File: src/rtl/core/qmeu_pkg.sv
// Package: types, constants and action codes of the queue machine execute unit
`timescale 1ns / 1ps
`default_nettype none
package qmeu_pkg;
    localparam int QUEUE_DEPTH = 4096;
    localparam int NUM_REGS = 26;
    localparam int QAW = $clog2(QUEUE_DEPTH);
    localparam int QCW = $clog2(QUEUE_DEPTH + 1);
    localparam int RAW = 5;
    localparam int VW = 17;
    localparam logic [VW-1:0] REG_RESET_BASE = 17'd65583;

    localparam logic [4:0] ACT_PUSH = 5'd0;
    localparam logic [4:0] ACT_ADD = 5'd1;
    localparam logic [4:0] ACT_SUB = 5'd2;
    localparam logic [4:0] ACT_MUL = 5'd3;
    localparam logic [4:0] ACT_DIV = 5'd4;
    localparam logic [4:0] ACT_MOD = 5'd5;
    localparam logic [4:0] ACT_POPREG = 5'd6;
    localparam logic [4:0] ACT_PUSHREG = 5'd7;
    localparam logic [4:0] ACT_PRPOP = 5'd8;
    localparam logic [4:0] ACT_PRREG = 5'd9;
    localparam logic [4:0] ACT_CHPOP = 5'd10;
    localparam logic [4:0] ACT_CHREG = 5'd11;
    localparam logic [4:0] ACT_JUMP = 5'd13;
    localparam logic [4:0] ACT_JZ = 5'd14;
    localparam logic [4:0] ACT_JEQ = 5'd15;
    localparam logic [4:0] ACT_JGT = 5'd16;
    localparam logic [4:0] ACT_QUIT = 5'd17;

    localparam logic [1:0] ERR_OK = 2'd0;
    localparam logic [1:0] ERR_EMPTY = 2'd1;
    localparam logic [1:0] ERR_FULL = 2'd2;

    typedef struct packed {
        logic [4:0] action;
        logic [4:0] reg_a;
        logic [4:0] reg_b;
        logic [15:0] immediate;
    } in_item_t;

    typedef struct packed {
        logic branch_taken;
        logic print_valid;
        logic print_is_char;
        logic [16:0] print_value;
        logic halt;
        logic [1:0] error_code;
    } out_item_t;

    typedef struct packed {
        logic start;
        logic [VW-1:0] dividend;
        logic [VW-1:0] divisor;
    } div_req_t;

    typedef struct packed {
        logic done;
        logic [VW-1:0] quotient;
        logic [VW-1:0] remainder;
    } div_rsp_t;
endpackage
`default_nettype wire

File: src/rtl/core/qmeu_divider.sv
// Restoring divider, one quotient bit per cycle
`timescale 1ns / 1ps
`default_nettype none
module qmeu_divider (
    input  wire logic clk,
    input  wire logic rst_n,
    input  qmeu_pkg::div_req_t req,
    output qmeu_pkg::div_rsp_t rsp
);
    import qmeu_pkg::*;
    localparam int CW = $clog2(VW + 1);
    logic busy_reg, busy_next;
    logic [CW-1:0] cnt_reg, cnt_next;
    logic [VW-1:0] q_reg, q_next, d_reg, d_next;
    logic [VW:0] r_reg, r_next;
    logic done_reg, done_next;
    logic [VW:0] trial;

    always_comb
    begin
        busy_next = busy_reg;
        cnt_next = cnt_reg;
        q_next = q_reg;
        d_next = d_reg;
        r_next = r_reg;
        done_next = 1'b0;
        trial = {r_reg[VW-1:0], q_reg[VW-1]} - {1'b0, d_reg};
        if (req.start)
        begin
            busy_next = 1'b1;
            cnt_next = CW'(VW);
            q_next = req.dividend;
            d_next = req.divisor;
            r_next = '0;
        end
        else if (busy_reg)
        begin
            if (!trial[VW])
            begin
                r_next = trial;
                q_next = {q_reg[VW-2:0], 1'b1};
            end
            else
            begin
                r_next = {r_reg[VW-1:0], q_reg[VW-1]};
                q_next = {q_reg[VW-2:0], 1'b0};
            end
            cnt_next = cnt_reg - 1'b1;
            if (cnt_reg == CW'(1))
            begin
                busy_next = 1'b0;
                done_next = 1'b1;
            end
        end
    end

    always_ff @(posedge clk or negedge rst_n)
    begin
        if (!rst_n)
        begin
            busy_reg <= 1'b0;
            done_reg <= 1'b0;
            cnt_reg <= '0;
        end
        else
        begin
            busy_reg <= busy_next;
            done_reg <= done_next;
            cnt_reg <= cnt_next;
        end
    end

    always_ff @(posedge clk)
    begin
        q_reg <= q_next;
        d_reg <= d_next;
        r_reg <= r_next;
    end

    assign rsp.done = done_reg;
    assign rsp.quotient = (d_reg == '0) ? '0 : q_reg;
    assign rsp.remainder = (d_reg == '0) ? '0 : r_reg[VW-1:0];
endmodule
`default_nettype wire

File: config.mk
export PLATFORM = sky130hd
export DESIGN_NAME = qmeu_divider
export DESIGN_NICKNAME = d
export VERILOG_FILES = /design/src/rtl/core/qmeu_pkg.sv /design/src/rtl/core/qmeu_divider.sv
export SDC_FILE = /design/constraint.sdc
export NUM_CORES = 1
export LEC_CHECK = 0
export ABC_AREA = 1
export BUFFER_PORTS_ARGS = -buffer_cell sky130_fd_sc_hd__buf_2
export CORE_AREA = 2 2 127 116
export CTS_CLUSTER_DIAMETER = 200
export DETAILED_ROUTE_END_ITERATION = 12
export DIE_AREA = 0 0 129 118
export SYNTH_ARGS = -nofsm -noshare
export SYNTH_HDL_FRONTEND = slang
export SYNTH_SLANG_ARGS = --single-unit
File: constraint.sdc
create_clock -name clk -period 2.4 [get_ports clk]
set_input_delay 0.36 -clock clk [delete_from_list [all_inputs] [get_ports clk]]
set_output_delay 0.36 -clock clk [all_outputs]
set_load 0.01 [all_outputs]
==> summary.md, run 1 <==
| Metric | Value |
|---|---|
| Max Slew Vio Count | 0 |
| Final min period | 2.28 ns |
| Clk_lat worst skew | 0.34 ns |
| Final hold violation count | 0 |
| Drt pass-1 iters | 5 |
| MaxCap Viol Count | 0 |
| Synth Cell Area | 0.00382 sq mm |
| Peak VDD IR | 0.553 mV |
| Setup Slack @ Placement | 0.139 ns |
| Layout Skew | 0.00716 ns |
| Multi-input logic area | 0.00184 sq mm |
| Sequential area share after synthesis | 40.2% |
| First-pass GRT wire length | 17300 microns |
| Status | finished, final reports clean |
| Syn Nets | 594 |
| GRT Total Usage | 14.5% |
| Crit start category | flop |
| Clock power share | 24.3% |
| P_int | 3.05 mW |
| I/O Buffers | 71 |
| Hold EP | d_reg[9] |
| R2R depth | 15 |
| DRC | 0 |
| Gp weighted congestion | 0.929 |
| Synth Register Bits | 58 |
| Worst min-delay path category | primary input to flop |
| Crit. End Element | output port |
| Total inserted antenna cells | 0 |
| Worst-path fanout max | 19 |
| Largest net degree at the start of global routing | 48 |
| Final WS setup | 0.119 ns |
| WS Path Type | flop to output port |
| Remaining global-route overflow | 0 |
| 1st-iter DRT viols | 200 |
| DR vias/cell | 4.29 |
| Syn_area_per_cell | 7.12 sq um |
| Routed WL | 10300 microns |
| Worst Path Arrival | 1.92 ns |
| Die H | 118 microns |
| Post-synthesis cell count | 537 |
| Final core occ | 34.6% |
| R2R setup slack | 0.22 ns |
| Ys Warns | 0 |
| Period Utilization, post-route | 95.0% |
| Full die area | 0.0152 sq mm |
| Slew HR | 53.6% |
| RSZ-0062 raised after global routing | no |
| Reg clk slew, reported paths | 0.05 ns |
| Final setup viols | 0 |
| Die width | 129 microns |
| Total Nets Final | 679 |
| Logic pwr share | 48.1% |
| H-tree levels | 3 |
| Setup TNS | 0 ns |
| Power per cell area | 1090 mW/mm^2 |
| Initial antenna violation count | 0 |
| Initial core utilization | 27.5% |
| Number of global-route vias before repair | 3444 |
| Clock root buffer | clkbuf_16 |
| Antenna Nets Post-Route | 0 |
| Peak Freq | 0.438 GHz |
| Switching power as a share of total power | 41.9% |
| Num CTS Buffers | 9 |
| Seq pwr share | 27.6% |
| Commonest non-fill, non-tap cell in the layout | nand2_1 |
| Ratio of cells with drive above 1 in the final layout | 19.8% |
| Register area | 0.00154 sq mm |
| P_sw | 2.20 mW |
| CTS tree | yes |
| Reg2reg end | r_reg[0] |
| DP HPWL | 8110 microns |
| Core ar. | 0.0139 sq mm |
| Worst r2r src | d_reg[11] |
| Leakage power | 2.58 nW |
| IO Count | 72 |
| Worst hold path cell count | 1 |
| Site Rows | 41 |
| Cell variety after synth | 33 |
| Hold path start | req[9] |
| Area growth, synth to finish | 25.8% |
| Most frequent cells in the layout | 157 x nand2_1, 105 x inv_1, 71 x buf_2 |
| Req. time, crit path | 2.04 ns |
| Max Buffers Root-to-Sink | 2 |
| Worst Max-Slew Pin Slew | 0.696 ns |
| # fillers | 1498 |
| CTS sink count | 58 |
| Vias post-DR | 3515 |
| Average routed wire per standard cell | 12.6 microns |
## repair_timing
item | in CTS | in global routing
setup buffers | 0 | 0
hold buffers | 1 | 0
setup endpoints to repair | 34 | 25
pin swaps | 0 | 0
gates resized for setup | 4 | 4
endpoints found under the hold margin | 7 | 0
## worst max-delay path, stage by stage (launching register included)
cell,delay [ns]
edfxtp_1,0.42
nor4_4,0.32
buf_4,0.16
nand3_2,0.08
nor2_2,0.17
buf_8,0.20
nor2_1,0.08
buf_2,0.14
## worst max-delay path by stage
stage          startpoint       end  slack (ns)  depth (start not counted)
2_1_floorplan   d_reg[11]  q_reg[0]        0.59                         12
3_3_place_gp     d_reg[7]   rsp[16]         0.1                          8
3_5_place_dp     d_reg[7]    rsp[5]        0.14                          8
4_1_cts          d_reg[1]    rsp[9]        0.03                          6
5_1_grt         d_reg[10]   rsp[16]       0.006                          7
6_report        d_reg[10]   rsp[16]        0.12                          7
## synth_stat cells
| master | n | share of area, % |
|---|---|---|
| o21ai_0 | 23 | 3.0 |
| clkbuf_1 | 5 | 0.49 |
| nand3_1 | 49 | 6.4 |
| nor2_1 | 54 | 5.3 |
| nand2_2 | 6 | 0.98 |
| inv_2 | 3 | 0.29 |
| nand3_4 | 1 | 0.46 |
| o22ai_1 | 1 | 0.16 |
| nor3_1 | 4 | 0.52 |
| nor2_2 | 3 | 0.49 |
| nand4_1 | 4 | 0.65 |
| xnor2_1 | 5 | 1.1 |
| nor4_1 | 3 | 0.49 |
| nand3_2 | 2 | 0.52 |
| and2_1 | 1 | 0.16 |
| fa_1 | 1 | 0.52 |
| buf_8 | 1 | 0.39 |
| nand2_1 | 157 | 15 |
| ha_1 | 19 | 6.2 |
| dfxtp_1 | 17 | 8.9 |
| nor3_4 | 1 | 0.43 |
| xor2_1 | 3 | 0.69 |
| dfrtp_1 | 7 | 4.6 |
| edfxtp_1 | 34 | 27 |
| and3_1 | 3 | 0.49 |
| or2_2 | 1 | 0.16 |
| a21oi_1 | 12 | 1.6 |
| inv_1 | 105 | 10 |
| buf_2 | 4 | 0.52 |
| nand2_4 | 3 | 0.88 |
| nand3b_1 | 2 | 0.39 |
| buf_6 | 1 | 0.29 |
| buf_4 | 2 | 0.39 |
## final cells by class
class / count / area share [%]
clock buffer: 11 / 5.05
inverter: 108 / 8.43
multi-input combinational: 358 / 38.2
sequential: 58 / 32.0
tap: 193 / 5.02
clock inverter: 5 / 1.12
timing repair buffer: 87 / 10.2
## cell families (layout without fill, tap and decap cells)
| family | count (synthesis) | in the layout | share of synthesized area [%] |
|---|---|---|---|
| simple gates | 294 | 294 | 33.8 |
| buf+inv | 121 | 211 | 12.7 |
| flops | 58 | 58 | 40.2 |
| compound gates | 36 | 36 | 4.75 |
| fa+ha+maj | 20 | 20 | 6.74 |
| xor+xnor | 8 | 8 | 1.83 |
## through the flow
stage               instance area [sq um]  power (mW)  hold WS [ns]  std cells
detailed placement                   4450        3.97         0.206        803
global placement                     4450        3.99         0.202        803
CTS                                  4790        5.29         0.182        820
floorplan                            3820        3.26        0.0644        537
finish                               4810        5.25         0.194        820
global route                         4810        5.74         0.181        820
## power by group through the flow
stage               combinational, mW  clock, mW  sequential [mW]
CTS                              2.53       1.31             1.45
finish                           2.53       1.28             1.45
global route                     2.91       1.35             1.48
floorplan                        1.85          0             1.40
global placement                 2.53          0             1.46
detailed placement               2.51          0             1.46
## layer usage
metal	up-vias	global-route usage (%)	part of all wire, %	routed length [microns]
met2	98	22.5	45	4600
li1	1847	-	-	-
met4	0	3.33	0.84	87
met3	8	4.36	6.6	677
met5	-	0	0	0
met1	1562	19.7	48	4960
Power figures use the tool's default switching activity.
==> run 2, diff against run 1 <==
- MAX_ROUTING_LAYER: default -> met4
==> summary.md, run 2 (synthesis gave the netlist of run 1 again) <==
| Metric | Value |
|---|---|
| Status | finished, final reports clean (unchanged) |
| Clock root buffer | clkbuf_16 (unchanged) |
| Full die area | 0.0152 sq mm (unchanged) |
| Peak VDD IR | 0.447 mV (was 0.553 mV) |
| Largest net degree at the start of global routing | 46 (was 48) |
| P_sw | 2.23 mW (was 2.20 mW) |
| Average routed wire per standard cell | 12.5 microns (was 12.6 microns) |
| Clk_lat worst skew | 0.33 ns (was 0.34 ns) |
| CTS sink count | 58 (unchanged) |
| Initial core utilization | 27.5% (unchanged) |
| Period Utilization, post-route | 94.8% (was 95.0%) |
| IO Count | 72 (unchanged) |
| 1st-iter DRT viols | 175 (was 200) |
| First-pass GRT wire length | 16700 microns (was 17300 microns) |
| Total Nets Final | 681 (was 679) |
| Power per cell area | 1100 mW/mm^2 (was 1090 mW/mm^2) |
| Leakage power | 2.60 nW (was 2.58 nW) |
| Ratio of cells with drive above 1 in the final layout | 20.0% (was 19.8%) |
| Worst setup path start | d_reg[10] (unchanged) |
| Gp weighted congestion | 0.933 (was 0.929) |
| Min Hold Slack | 0.198 ns (was 0.194 ns) |
| Switching power as a share of total power | 42.1% (was 41.9%) |
| Most frequent cells in the layout | 157 x nand2_1, 105 x inv_1, 71 x buf_2 (unchanged) |
| Routed WL | 10200 microns (was 10300 microns) |
| Setup TNS | 0 ns (unchanged) |
| Number of global-route vias before repair | 3384 (was 3444) |
| CTS tree | yes (unchanged) |
| Clock power share | 24.6% (was 24.3%) |
| Layout Skew | 0.0108 ns (was 0.00716 ns) |
| I/O Buffers | 71 (unchanged) |
| Max Slew Vio Count | 0 (unchanged) |
| H-tree levels | 3 (unchanged) |
| Placed cell area | 0.00447 sq mm (was 0.00445 sq mm) |
| Area growth, synth to finish | 25.6% (was 25.8%) |
| Commonest non-fill, non-tap cell in the layout | nand2_1 (unchanged) |
| Final setup viols | 0 (unchanged) |
| Final non-filler cell area | 0.00480 sq mm (was 0.00481 sq mm) |
| Final Power | 5.30 mW (was 5.25 mW) |
| Worst min-delay path category | primary input to flop (unchanged) |
| Total inserted antenna cells | 0 (unchanged) |
| Die H | 118 microns (unchanged) |
| DRC | 0 (unchanged) |
| Hold path start | req[11] (was req[9]) |
| DP HPWL | 8050 microns (was 8110 microns) |
| Slew HR | 55.1% (was 53.6%) |
| Seq pwr share | 27.2% (was 27.6%) |
| Core ar. | 0.0139 sq mm (unchanged) |
| Antenna Nets Post-Route | 0 (unchanged) |
| Req. time, crit path | 2.04 ns (about the same) |
| P_int | 3.07 mW (was 3.05 mW) |
| Reg clk slew, reported paths | 0.06 ns (was 0.05 ns) |
| Worst-path fanout max | 19 (unchanged) |
| # fillers | 1523 (was 1498) |
| DR vias/cell | 4.20 (was 4.29) |
| Worst Max-Slew Pin Slew | 0.673 ns (was 0.696 ns) |
| Site Rows | 41 (unchanged) |
| Worst Path Arrival | 1.92 ns (about the same) |
| Drt pass-1 iters | 4 (was 5) |
| Final hold violation count | 0 (unchanged) |
| GRT Total Usage | 14.4% (was 14.5%) |
| Die width | 129 microns (unchanged) |
| Peak Freq | 0.439 GHz (was 0.438 GHz) |
| Initial antenna violation count | 0 (unchanged) |
| Post-CTS Setup Bufs | 0 (unchanged) |
| Crit start category | flop (unchanged) |
| Remaining global-route overflow | 0 (unchanged) |
| RSZ-0062 raised after global routing | no (unchanged) |
| Num CTS Buffers | 9 (unchanged) |
| Final min period | 2.28 ns (about the same) |
| MaxCap Viol Count | 0 (unchanged) |
| Crit. End Element | output port (unchanged) |
| Max Buffers Root-to-Sink | 2 (unchanged) |
| Logic pwr share | 48.2% (was 48.1%) |
| Vias post-DR | 3455 (was 3515) |
| WS Path Type | flop to output port (unchanged) |
| Worst r2r src | d_reg[14] (was d_reg[11]) |
-- run 2: changes by cell type in the layout (fill, tap and decap cells not counted), sizes merged --
cell / before / now
buf: 86 / 88
clkinv: 2 / 4
clkinvlp: 2 / 0
-- run 2: cell type report --
cell class                      instances  area (sq um)  area share [%]
Clock buffer                           11           243            5.06
Clock inverter                          5          53.8            1.12
Inverter                              108           405            8.44
Multi-Input combinational cell        358          1820            38.0
Sequential cell                        58          1540            32.0
Tap cell                              193           241            5.03
Timing Repair Buffer                   89           497            10.3
-- run 2: path summary, 6_finish.rpt --
| path | endpoint | slack, ns | cells past startpoint |
|---|---|---|---|
| max in group asynchronous | cnt_reg[1] | 1.86 | 2 |
| worst min register to register | r_reg[5] | 0.47 | 2 |
| worst min-delay path | d_reg[11] | 0.20 | 1 |
| min in group asynchronous | cnt_reg[0] | 0.38 | 2 |
| worst max register to register | q_reg[0] | 0.15 | 8 |
| worst max-delay path | rsp[16] | 0.12 | 7 |
-- run 2: power by group through the flow --
stage          sequential [mW]  clock [mW]  combinational, mW
4_1_cts                   1.44        1.32               2.56
5_1_grt                   1.47        1.37               2.90
3_5_place_dp              1.46           0               2.54
2_1_floorplan             1.40           0               1.85
3_3_place_gp              1.46           0               2.56
6_report                  1.44        1.30               2.55
-- run 2: worst max-delay path: stages (launching register included) --
cell and delay, ns:
edfxtp_1 0.40, nor4_1 0.35, buf_4 0.16, nand3_1 0.08, nor2_2 0.13, buf_6 0.21
nor2_1 0.08, buf_2 0.15
-- run 2: metal layers --
| layer | global-route usage [%] | share of wire [%] |
|---|---|---|
| met3 | 4.09 | 6.8 |
| met1 | 18.9 | 48 |
| met5 | - | 0 |
| met2 | 22.4 | 44 |
| met4 | 2.65 | 0.83 |
-- run 2: repair_timing --
action                     CTS  global route
setup endpoints to repair   34            19
hold endpoints to repair     7             0
gates resized for setup      2             2
hold buffers                 1             0
-- run 2: per-stage QoR --
step	util, %	instances	worst slack [ns]
6_report	34.5	822	0.124
5_1_grt	34.5	822	0.00403
4_1_cts	34.5	822	0.0302
3_5_place_dp	32.1	805	0.173
3_3_place_gp	32.1	805	0.147
2_1_floorplan	-	537	0.586
